$ cat config.mk
export PLATFORM = sky130hd
export DESIGN_NAME = rgb_to_hsv_top
export DESIGN_NICKNAME = d
export VERILOG_FILES = /design/src/hw/rtl/rth_pkg.sv /design/src/hw/rtl/rgb_to_hsv_top.sv /design/src/hw/rtl/rth_front.sv /design/src/hw/rtl/rth_div_step.sv
export SDC_FILE = /design/constraint.sdc
export NUM_CORES = 2
export LEC_CHECK = 0
export BUFFER_PORTS_ARGS = -buffer_cell sky130_fd_sc_hd__clkbuf_2
export CORE_ASPECT_RATIO = 1.5
export CORE_MARGIN = 3
export CORE_UTILIZATION = 45
export CTS_CLUSTER_SIZE = 8
export DETAILED_ROUTE_END_ITERATION = 16
export PLACE_DENSITY_LB_ADDON = 0.08
export SLEW_MARGIN = 20
export SYNTH_ARGS = -nofsm -noshare
export SYNTH_HDL_FRONTEND = slang
export SYNTH_SLANG_ARGS = --single-unit
$ cat constraint.sdc
create_clock -name i_clk -period 134.8 [get_ports i_clk]
set_input_delay 33.7 -clock i_clk [delete_from_list [all_inputs] [get_ports i_clk]]
set_output_delay 33.7 -clock i_clk [all_outputs]
set_load 0.02 [all_outputs]
$ cat src/hw/rtl/rth_pkg.sv
`timescale 1ns / 1ps
// ----------------------------------------------------------------------------
// rth_pkg
// Shared widths, constants and stage payload types for the RGB to HSV block.
// ----------------------------------------------------------------------------
package rth_pkg;

    localparam int FRACTION_BITS = 16;
    localparam int CHAN_W        = 8;
    localparam int HUE_W         = 16;
    localparam int SAT_W         = 16;
    localparam int SEXT_W        = CHAN_W + 3;
    localparam int NSTEPS        = (FRACTION_BITS > SAT_W) ? FRACTION_BITS : SAT_W;
    localparam int HUE_START     = NSTEPS - FRACTION_BITS;
    localparam int SAT_START     = NSTEPS - SAT_W;

    typedef struct packed {
        logic [SEXT_W-1:0]        hue_rem;
        logic [SEXT_W-1:0]        hue_div;
        logic [FRACTION_BITS-1:0] hue_q;
        logic [CHAN_W-1:0]        sat_rem;
        logic [SAT_W-1:0]         sat_num;
        logic [CHAN_W-1:0]        sat_div;
        logic [SAT_W-1:0]         sat_q;
        logic [CHAN_W-1:0]        val;
    } t_pix;

    typedef struct packed {
        logic hue_en;
        logic sat_en;
    } t_step_ctl;

endpackage

$ cat src/hw/rtl/rgb_to_hsv_top.sv
`timescale 1ns / 1ps
// ----------------------------------------------------------------------------
// rgb_to_hsv_top
// Pipelined RGB to HSV conversion, one pixel per clock while the receiver takes pixels.
//
// Input channel: i_valid / o_ready with i_red_in, i_green_in, i_blue_in.
// Output channel: o_valid / i_ready with o_hue_out, o_sat_out, o_val_out.
// Each item passes one set-up stage (max, min, delta, sextant numerator)
// and then NSTEPS restoring division stages, one quotient bit per stage
// for hue and saturation side by side; NSTEPS is the larger of the hue
// fraction width and 16.
// Throughput is one item per cycle while the receiver takes items.
// The last division stage is the output register.
// Reset clears every stage valid bit; no item is in flight afterwards.
// When the receiver stalls with a result waiting, the whole pipeline
// holds and o_ready falls; empty stages do not close up.
// ----------------------------------------------------------------------------
module rgb_to_hsv_top (
    input  logic                       i_clk,
    input  logic                       i_rst_n,
    input  logic                       i_valid,
    output logic                       o_ready,
    input  logic [rth_pkg::CHAN_W-1:0] i_red_in,
    input  logic [rth_pkg::CHAN_W-1:0] i_green_in,
    input  logic [rth_pkg::CHAN_W-1:0] i_blue_in,
    output logic                       o_valid,
    input  logic                       i_ready,
    output logic [rth_pkg::HUE_W-1:0]  o_hue_out,
    output logic [rth_pkg::SAT_W-1:0]  o_sat_out,
    output logic [rth_pkg::CHAN_W-1:0] o_val_out
);
    import rth_pkg::*;

    logic             en;
    logic [NSTEPS:0]  stg_valid;
    t_pix             stg_pix [NSTEPS+1];

    assign en      = !stg_valid[NSTEPS] || i_ready;
    assign o_ready = en;

    rth_front u_front (
        .i_clk   (i_clk),
        .i_rst_n (i_rst_n),
        .i_en    (en),
        .i_valid (i_valid),
        .i_red   (i_red_in),
        .i_green (i_green_in),
        .i_blue  (i_blue_in),
        .o_valid (stg_valid[0]),
        .o_pix   (stg_pix[0])
    );

    for (genvar k = 0; k < NSTEPS; k++) begin : g_step
        t_step_ctl ctl;
        assign ctl.hue_en = (k >= HUE_START);
        assign ctl.sat_en = (k >= SAT_START);

        rth_div_step u_step (
            .i_clk   (i_clk),
            .i_rst_n (i_rst_n),
            .i_en    (en),
            .i_ctl   (ctl),
            .i_valid (stg_valid[k]),
            .i_pix   (stg_pix[k]),
            .o_valid (stg_valid[k+1]),
            .o_pix   (stg_pix[k+1])
        );
    end

    if (FRACTION_BITS >= HUE_W) begin : g_hue_wide
        assign o_hue_out = stg_pix[NSTEPS].hue_q[HUE_W-1:0];
    end else begin : g_hue_narrow
        assign o_hue_out = {{(HUE_W-FRACTION_BITS){1'b0}}, stg_pix[NSTEPS].hue_q};
    end

    assign o_valid   = stg_valid[NSTEPS];
    assign o_sat_out = stg_pix[NSTEPS].sat_q;
    assign o_val_out = stg_pix[NSTEPS].val;

endmodule

$ cat src/hw/rtl/rth_front.sv
`timescale 1ns / 1ps
// ----------------------------------------------------------------------------
// rth_front
// First stage: max, min, delta, hue sextant numerator and divider set-up.
// ----------------------------------------------------------------------------
module rth_front (
    input  logic                       i_clk,
    input  logic                       i_rst_n,
    input  logic                       i_en,
    input  logic                       i_valid,
    input  logic [rth_pkg::CHAN_W-1:0] i_red,
    input  logic [rth_pkg::CHAN_W-1:0] i_green,
    input  logic [rth_pkg::CHAN_W-1:0] i_blue,
    output logic                       o_valid,
    output rth_pkg::t_pix              o_pix
);
    import rth_pkg::*;

    logic                  r_valid;
    t_pix                  r_pix;
    t_pix                  n_pix;
    logic [CHAN_W-1:0]     mx;
    logic [CHAN_W-1:0]     mn;
    logic [CHAN_W-1:0]     delta;
    logic [SEXT_W-1:0]     d6;
    logic [SEXT_W-1:0]     num;
    logic [CHAN_W+SAT_W-1:0] sat_n;

    always_comb begin
        mx = (i_red > i_green) ? i_red : i_green;
        mx = (mx > i_blue) ? mx : i_blue;
        mn = (i_red < i_green) ? i_red : i_green;
        mn = (mn < i_blue) ? mn : i_blue;
        delta = mx - mn;
        d6 = ({3'b000, delta} << 2) + ({3'b000, delta} << 1);
        priority if (mx == i_red) begin
            if (i_green >= i_blue) begin
                num = {3'b000, i_green} - {3'b000, i_blue};
            end else begin
                num = d6 - ({3'b000, i_blue} - {3'b000, i_green});
            end
        end else if (mx == i_green) begin
            num = ({3'b000, delta} << 1) + {3'b000, i_blue} - {3'b000, i_red};
        end else begin
            num = ({3'b000, delta} << 2) + {3'b000, i_red} - {3'b000, i_green};
        end
        sat_n = {delta, {SAT_W{1'b0}}} - {{SAT_W{1'b0}}, delta};

        n_pix.hue_rem = num;
        n_pix.hue_div = (delta == '0) ? SEXT_W'(1) : d6;
        n_pix.hue_q   = '0;
        n_pix.sat_rem = sat_n[CHAN_W+SAT_W-1:SAT_W];
        n_pix.sat_num = sat_n[SAT_W-1:0];
        n_pix.sat_div = (mx == '0) ? CHAN_W'(1) : mx;
        n_pix.sat_q   = '0;
        n_pix.val     = mx;
    end

    always_ff @(posedge i_clk) begin
        if (!i_rst_n) begin
            r_valid <= 1'b0;
        end else if (i_en) begin
            r_valid <= i_valid;
        end
    end

    always_ff @(posedge i_clk) begin
        if (i_en) begin
            r_pix <= n_pix;
        end
    end

    assign o_valid = r_valid;
    assign o_pix   = r_pix;

endmodule

$ cat src/hw/rtl/rth_div_step.sv
`timescale 1ns / 1ps
// ----------------------------------------------------------------------------
// rth_div_step
// One restoring division step for hue and saturation, one quotient bit each when enabled.
// ----------------------------------------------------------------------------
module rth_div_step (
    input  logic               i_clk,
    input  logic               i_rst_n,
    input  logic               i_en,
    input  rth_pkg::t_step_ctl i_ctl,
    input  logic               i_valid,
    input  rth_pkg::t_pix      i_pix,
    output logic               o_valid,
    output rth_pkg::t_pix      o_pix
);
    import rth_pkg::*;

    logic              r_valid;
    t_pix              r_pix;
    t_pix              n_pix;
    logic [SEXT_W:0]   hue_t;
    logic              hue_ge;
    logic [CHAN_W:0]   sat_t;
    logic              sat_ge;

    always_comb begin
        n_pix  = i_pix;
        hue_t  = {i_pix.hue_rem, 1'b0};
        hue_ge = hue_t >= {1'b0, i_pix.hue_div};
        sat_t  = {i_pix.sat_rem, i_pix.sat_num[SAT_W-1]};
        sat_ge = sat_t >= {1'b0, i_pix.sat_div};
        if (i_ctl.hue_en) begin
            n_pix.hue_rem = hue_ge ? SEXT_W'(hue_t - {1'b0, i_pix.hue_div})
                                   : hue_t[SEXT_W-1:0];
            n_pix.hue_q   = {i_pix.hue_q[FRACTION_BITS-2:0], hue_ge};
        end
        if (i_ctl.sat_en) begin
            n_pix.sat_rem = sat_ge ? CHAN_W'(sat_t - {1'b0, i_pix.sat_div})
                                   : sat_t[CHAN_W-1:0];
            n_pix.sat_num = {i_pix.sat_num[SAT_W-2:0], 1'b0};
            n_pix.sat_q   = {i_pix.sat_q[SAT_W-2:0], sat_ge};
        end
    end

    always_ff @(posedge i_clk) begin
        if (!i_rst_n) begin
            r_valid <= 1'b0;
        end else if (i_en) begin
            r_valid <= i_valid;
        end
    end

    always_ff @(posedge i_clk) begin
        if (i_en) begin
            r_pix <= n_pix;
        end
    end

    assign o_valid = r_valid;
    assign o_pix   = r_pix;

endmodule

After elaboration in Yosys (flattened, before gate mapping)
Cells that the tools add are included.
{ "op_classes": {"muxes": 37, "magnitude_cmp": 37, "n_reduce_logical": 4, "n_eq_ne": 2, "n_addsub": 40} }
{ "op_table": {"columns": ["op", "count"], "rows": [
  ["2-to-1 mux 11 bit", 18],
  [">= comparator 12 x 11 -> 1 bit", 16],
  ["subtractor 11 bit", 16],
  ["2-to-1 mux 8 bit", 19],
  [">= comparator 9 x 8 -> 1 bit", 16],
  ["subtractor 8 bit", 16],
  ["subtractor 24 x 8 -> 24 bit", 1],
  ["subtractor 11 x 8 -> 11 bit", 2],
  ["subtractor 8 x 8 -> 9 bit", 2],
  ["== test 8 bit", 2],
  ["> comparator 8 bit", 2],
  ["zero test 8 bit", 2],
  ["< comparator 8 bit", 2],
  ["adder 10 x 8 -> 11 bit", 1],
  ["adder 10 x 9 -> 11 bit", 1],
  ["adder 9 x 8 -> 10 bit", 1],
  [">= comparator 8 bit", 1],
  ["zero test 1 bit", 1],
  ["logical OR 1 bit", 1]
]} }
{ "word_totals": {"output_inout_bits": 42, "in_bits": 28, "reg_bits": 1169, "elab_cells": 281} }

Longest topological paths before layout
{ "logic_depth": {"ltp_word": 9, "mapped_depth": 40, "depth_no_buf": 38} }

By module
From an unflattened synthesis, not the netlist that was laid out.
{ "hier_totals": {"cells_unflattened": 6318, "area_unflattened_um2": 81976.1} }
{ "modules_own_cells": {"columns": ["mod", "seq_area_each_um2", "cells_per_inst", "area_per_inst_um2", "instances"], "rows": [
  ["rth_div_step at g_step[0].u_step ...", 2842.7, 346, 4672.0, 15],
  ["rth_front", 1851.8, 781, 7210.7, 1],
  ["rth_div_step at g_step[2].u_step", 2842.7, 345, 4675.7, 1],
  ["rgb_to_hsv_top", 0.0, 2, 10.0, 1]
]} }

Least setup slack after synthesis
Ideal clock, no wire load.
{ "synth_timing": {"path_type": "input port to output port", "from": "in i_ready", "to": "out o_ready", "n_path_buf": 2, "required_time_ps": 101100, "arrival_time_ps": 65134, "path_stages": 4, "setup_slack_ps": 35966, "cell_sequence": "nor2b_1 > clkbuf_1 > clkinv_1 > buf_1"} }
{ "synth_between": {"elab_chain_cells": 1} }
{ "synth_lines": {"columns": ["item", "line", "text"], "rows": [
  ["start: declaration", "rgb_to_hsv_top.sv:27", "input logic i_ready,"],
  ["logical OR 1 bit", "rgb_to_hsv_top.sv:38", "assign en = !stg_valid[NSTEPS] || i_ready;"],
  ["end: declaration", "rgb_to_hsv_top.sv:22", "output logic o_ready,"]
]} }
No other way between the ends.

Worst setup path in the final report
Ends and elaborated chain as after synthesis.

==> results.txt <==
----------------------------------------------------
[Synth]
  Multiplexer share of the synthesized area ... 0.00455
  Biggest area contributors in the synthesized netlist ... edfxtp_1 63%, ha_1 9.1%, inv_1 3.6%
  Post-Syn Nets ... 4693
  Dominant synthesized flop cell ... edfxtp_1
  Dominant cell type by area after synthesis ... edfxtp_1
  FF+latch count, synth ... 1165
  Count of flip-flops with a built-in enable after synthesis ... 1148
  Area share of fa/ha/maj cells after synthesis ... 0.108
  Share of the synthesized area in compound gates (AO/OA/AOI/OAI) ... 0.0990
  Synth Cell Area ... 0.0548 sq mm
  Synth Area in XOR/XNOR ... 0.0259
  Share of synthesized registers carrying an async set or reset ... 0
  Distinct cells, synth ... 72
  Largest family of logic cells by synthesized area ... adder cells
  Sequential cell area fraction in the yosys report ... 0.636
  Synthesized-area fraction occupied by and/or/nand/nor cells ... 0.0863
  Area share of the largest cell type after synthesis ... 0.629
  Cells after Synth ... 4222
  Number of warnings printed during yosys synthesis ... 0
  Avg Synthesized Cell Area ... 13.0 sq um

[Timing]
  Unrepaired setup endpoints after global routing ... false
  Fin crit share ... 0.510
  Number of hold violations in the final report ... 0
  Pins over their slew limit ... 0
  Peak clock frequency supported by timing ... 0.0146 GHz
  Min setup slack post-route ... 66.11 ns
  Total of endpoints with negative setup slack in the final report ... 0
  Sum of negative setup slack ... 0 ns
  Minimum period implied by the final worst setup slack ... 68.69 ns
  Worst clock skew ... 0.0224 ns
  Slew at the pin closest to its max-slew limit ... 1.07 ns
  Max transition margin ... 0.288

[Clocking]
  Total number of clock tree sinks ... 1165
  Clock latency at the later pin of the worst-skew pair ... 0.75 ns
  Largest buffer count on any clock path ... 3
  Clock transition at the registers of the reported paths ... 0.05 ns
  Root Driver ... clkbuf_16
  TritonCTS clock tree ... built
  Post CTS Setup Buffer Count ... 0
  TritonCTS buffer count ... 163
  Total of hold buffers inserted after clock tree synthesis ... 0
  H-Tree Depth ... 4
  Count of cells resized by post-cts repair ... 0

[Die]
  Top-level port count ... 70
  Site Rows ... 156
  Die H ... 433 microns
  Die Outline Area ... 0.126 sq mm
  Placeable core region ... 0.121 sq mm
  Initial core utilization ... 0.454
  Die Width ... 291 microns

[Placed design]
  Instance count after placement with tap cells included ... 5837
  Pre-CTS setup slack ... 66.11 ns
  Global placer's final weighted congestion ... 0.882
  Input/output buffers ... 69
  Hpwl dp ... 68.7 mm

[Global route]
  Overall overflow remaining after global route ... 0
  Via count of the first global-routing pass ... 32.4k
  Global-route wire length before repair ... 155 mm
  Largest net degree at the start of global routing ... 185
  Number of antenna violations at the first check in global routing ... 0
  Total track usage ... 0.154

[Cells and area]
  Fin util ... 0.510
  Ratio of cells with drive above 1 in the final layout ... 0.0685
  Commonest non-fill, non-tap cells in the layout ... 1148 x edfxtp_1, 523 x inv_1, 398 x ha_1
  Signed area change from the synthesized netlist to the final layout ... 12.4%
  Sequential cell area in the final layout ... 0.0348 sq mm
  Area taken by multi-input logic gates ... 0.0177 sq mm
  Number of nets in the finished design ... 4893
  Post-route insts no fill ... 6032
  Commonest non-fill, non-tap cell in the layout ... edfxtp_1
  Number of diodes ... 0
  Fillcell total ... 10.5k

[Drt]
  Via total after detailed routing ... 31.1k
  Average wire per standard cell ... 15.9 microns
  Wirelength, routed ... 95.9 mm
  Antenna viol nets, final ... 0
  Total iterations of the first detailed-routing run ... 5
  Via/cell ratio ... 5.15
  Detailed Route Iter0 Violations ... 1192
  Post-route DRC ... 0

[Outcome]
  Run status ... complete, no violations

[Setup path]
  Cell Chain, Critical Path ... clkbuf_2 -> nor2b_1 -> buf_4 -> inv_8 -> clkbuf_2
  Worst Path Class, Setup ... primary input to output pin
  Master of the slowest instance on the critical path ... inv_8
  Cell occurring most often along the worst timing path ... clkbuf_2
  Largest delay contributor family on the critical path ... buffers and inverters
  Stage delay of the slowest cell on the critical path ... 0.48 ns
  Largest driver fanout on the critical path ... 101
  Required time worst endpoint ... 101.10 ns
  Buffers & Inverters on Critical Path ... 4
  Crit path DAT ... 34.99 ns
  CP Capture Type ... output pin
  Type of element launching the critical path ... primary input

[Job]
  Max-cap violations ... 0

[Power and ir drop]
  Post-layout total power ... 1760 uW
  Pwr per Cell Area ... 28.5 mW/mm^2
  Lkg Pwr ... 0.0252 uW
  Largest voltage drop on the vdd net ... 0.0189 mV

[Hold path]
  Path class of the lowest-slack min-delay path ... register to register

----------------------------------------------------
==> synthesized netlist by cell type, types with 63 or more instances <==
| cell type | number |
|---|---|
| a21boi_0 | 63 |
| a21o_1 | 82 |
| a21oi_1 | 100 |
| and2_1 | 71 |
| clkbuf_1 | 65 |
| edfxtp_1 | 1148 |
| ha_1 | 398 |
| inv_1 | 523 |
| nand2_1 | 374 |
| nand2b_1 | 93 |
| nand4_1 | 67 |
| nor2_1 | 187 |
| nor2b_1 | 96 |
| o21ai_0 | 374 |
| o31ai_1 | 122 |
| xnor2_1 | 89 |
| xor2_1 | 73 |
==> metal layers <==
| metal | global-route usage | share of wire | vias up |
|---|---|---|---|
| met4 | 0.0819 | 0.050 | 0 |
| met3 | 0.0308 | 0.032 | 225 |
| met5 | 0 | 0 | - |
| met2 | 0.323 | 0.59 | 424 |
| li1 | - | - | 15500 |
| met1 | 0.131 | 0.32 | 14900 |
==> final timing paths <==
| path | startpoint | end | slack [ns] | cells after the start |
|---|---|---|---|---|
| setup reg to reg | g_step[15].u_step.o_valid$_SDFFE_PN0P_ | g_step[0].u_step.o_pix[0]$_DFFE_PP_ | 129.76 | 7 |
| hold / removal | g_step[10].u_step.o_pix[43]$_DFFE_PP_ | g_step[11].u_step.o_pix[44]$_DFFE_PP_ | 0.40 | 0 |
| setup / recovery | i_ready | o_ready | 66.11 | 5 |
| hold reg to reg | g_step[10].u_step.o_pix[43]$_DFFE_PP_ | g_step[11].u_step.o_pix[44]$_DFFE_PP_ | 0.40 | 0 |
==> flip-flops by register name, indices dropped and copies added (netlist names) <==
name / flops
g_step.u_step.o_pix: 1087
g_step.u_step.o_valid: 16
u_front.o_pix: 61
u_front.o_valid: 1
==> where the power goes <==
| part | internal (uW) | leakage, uW | switching [uW] | total, uW |
|---|---|---|---|---|
| Clock | 216 | 0.00215 | 142 | 358 |
| Sequential | 617 | 0.0121 | 59.7 | 677 |
| Combinational | 309 | 0.0110 | 413 | 722 |
| Total | 1140 | 0.0252 | 614 | 1760 |
==> layout make-up <==
class | instances | share of cell area
Clock buffer | 182 | 0.0678
Clock inverter | 13 | 0.00382
Inverter | 527 | 0.0323
Multi-Input combinational cell | 2461 | 0.288
Sequential cell | 1165 | 0.566
Tap cell | 1580 | 0.0321
Timing Repair Buffer | 104 | 0.0105
==> metrics by stage <==
stage	instance area, sq um	hold WS [ns]
after floorplan	54800	0.400
after global placement	57100	0.400
after detailed placement	57100	0.405
after CTS	61600	0.400
after global routing	61600	0.408
final	61600	0.401
==> cell families (layout without fill, tap and decap cells) <==
family,count (synthesis),count (layout)
AOI/OAI and AO/OA,855,855
muxes,24,24
buffers and inverters,596,826
DFF,1165,1165
adders and majority gates,445,445
xor gates and xnor gates,162,162
and+or+nand+nor,975,975
(Power assumes the default switching activity.)
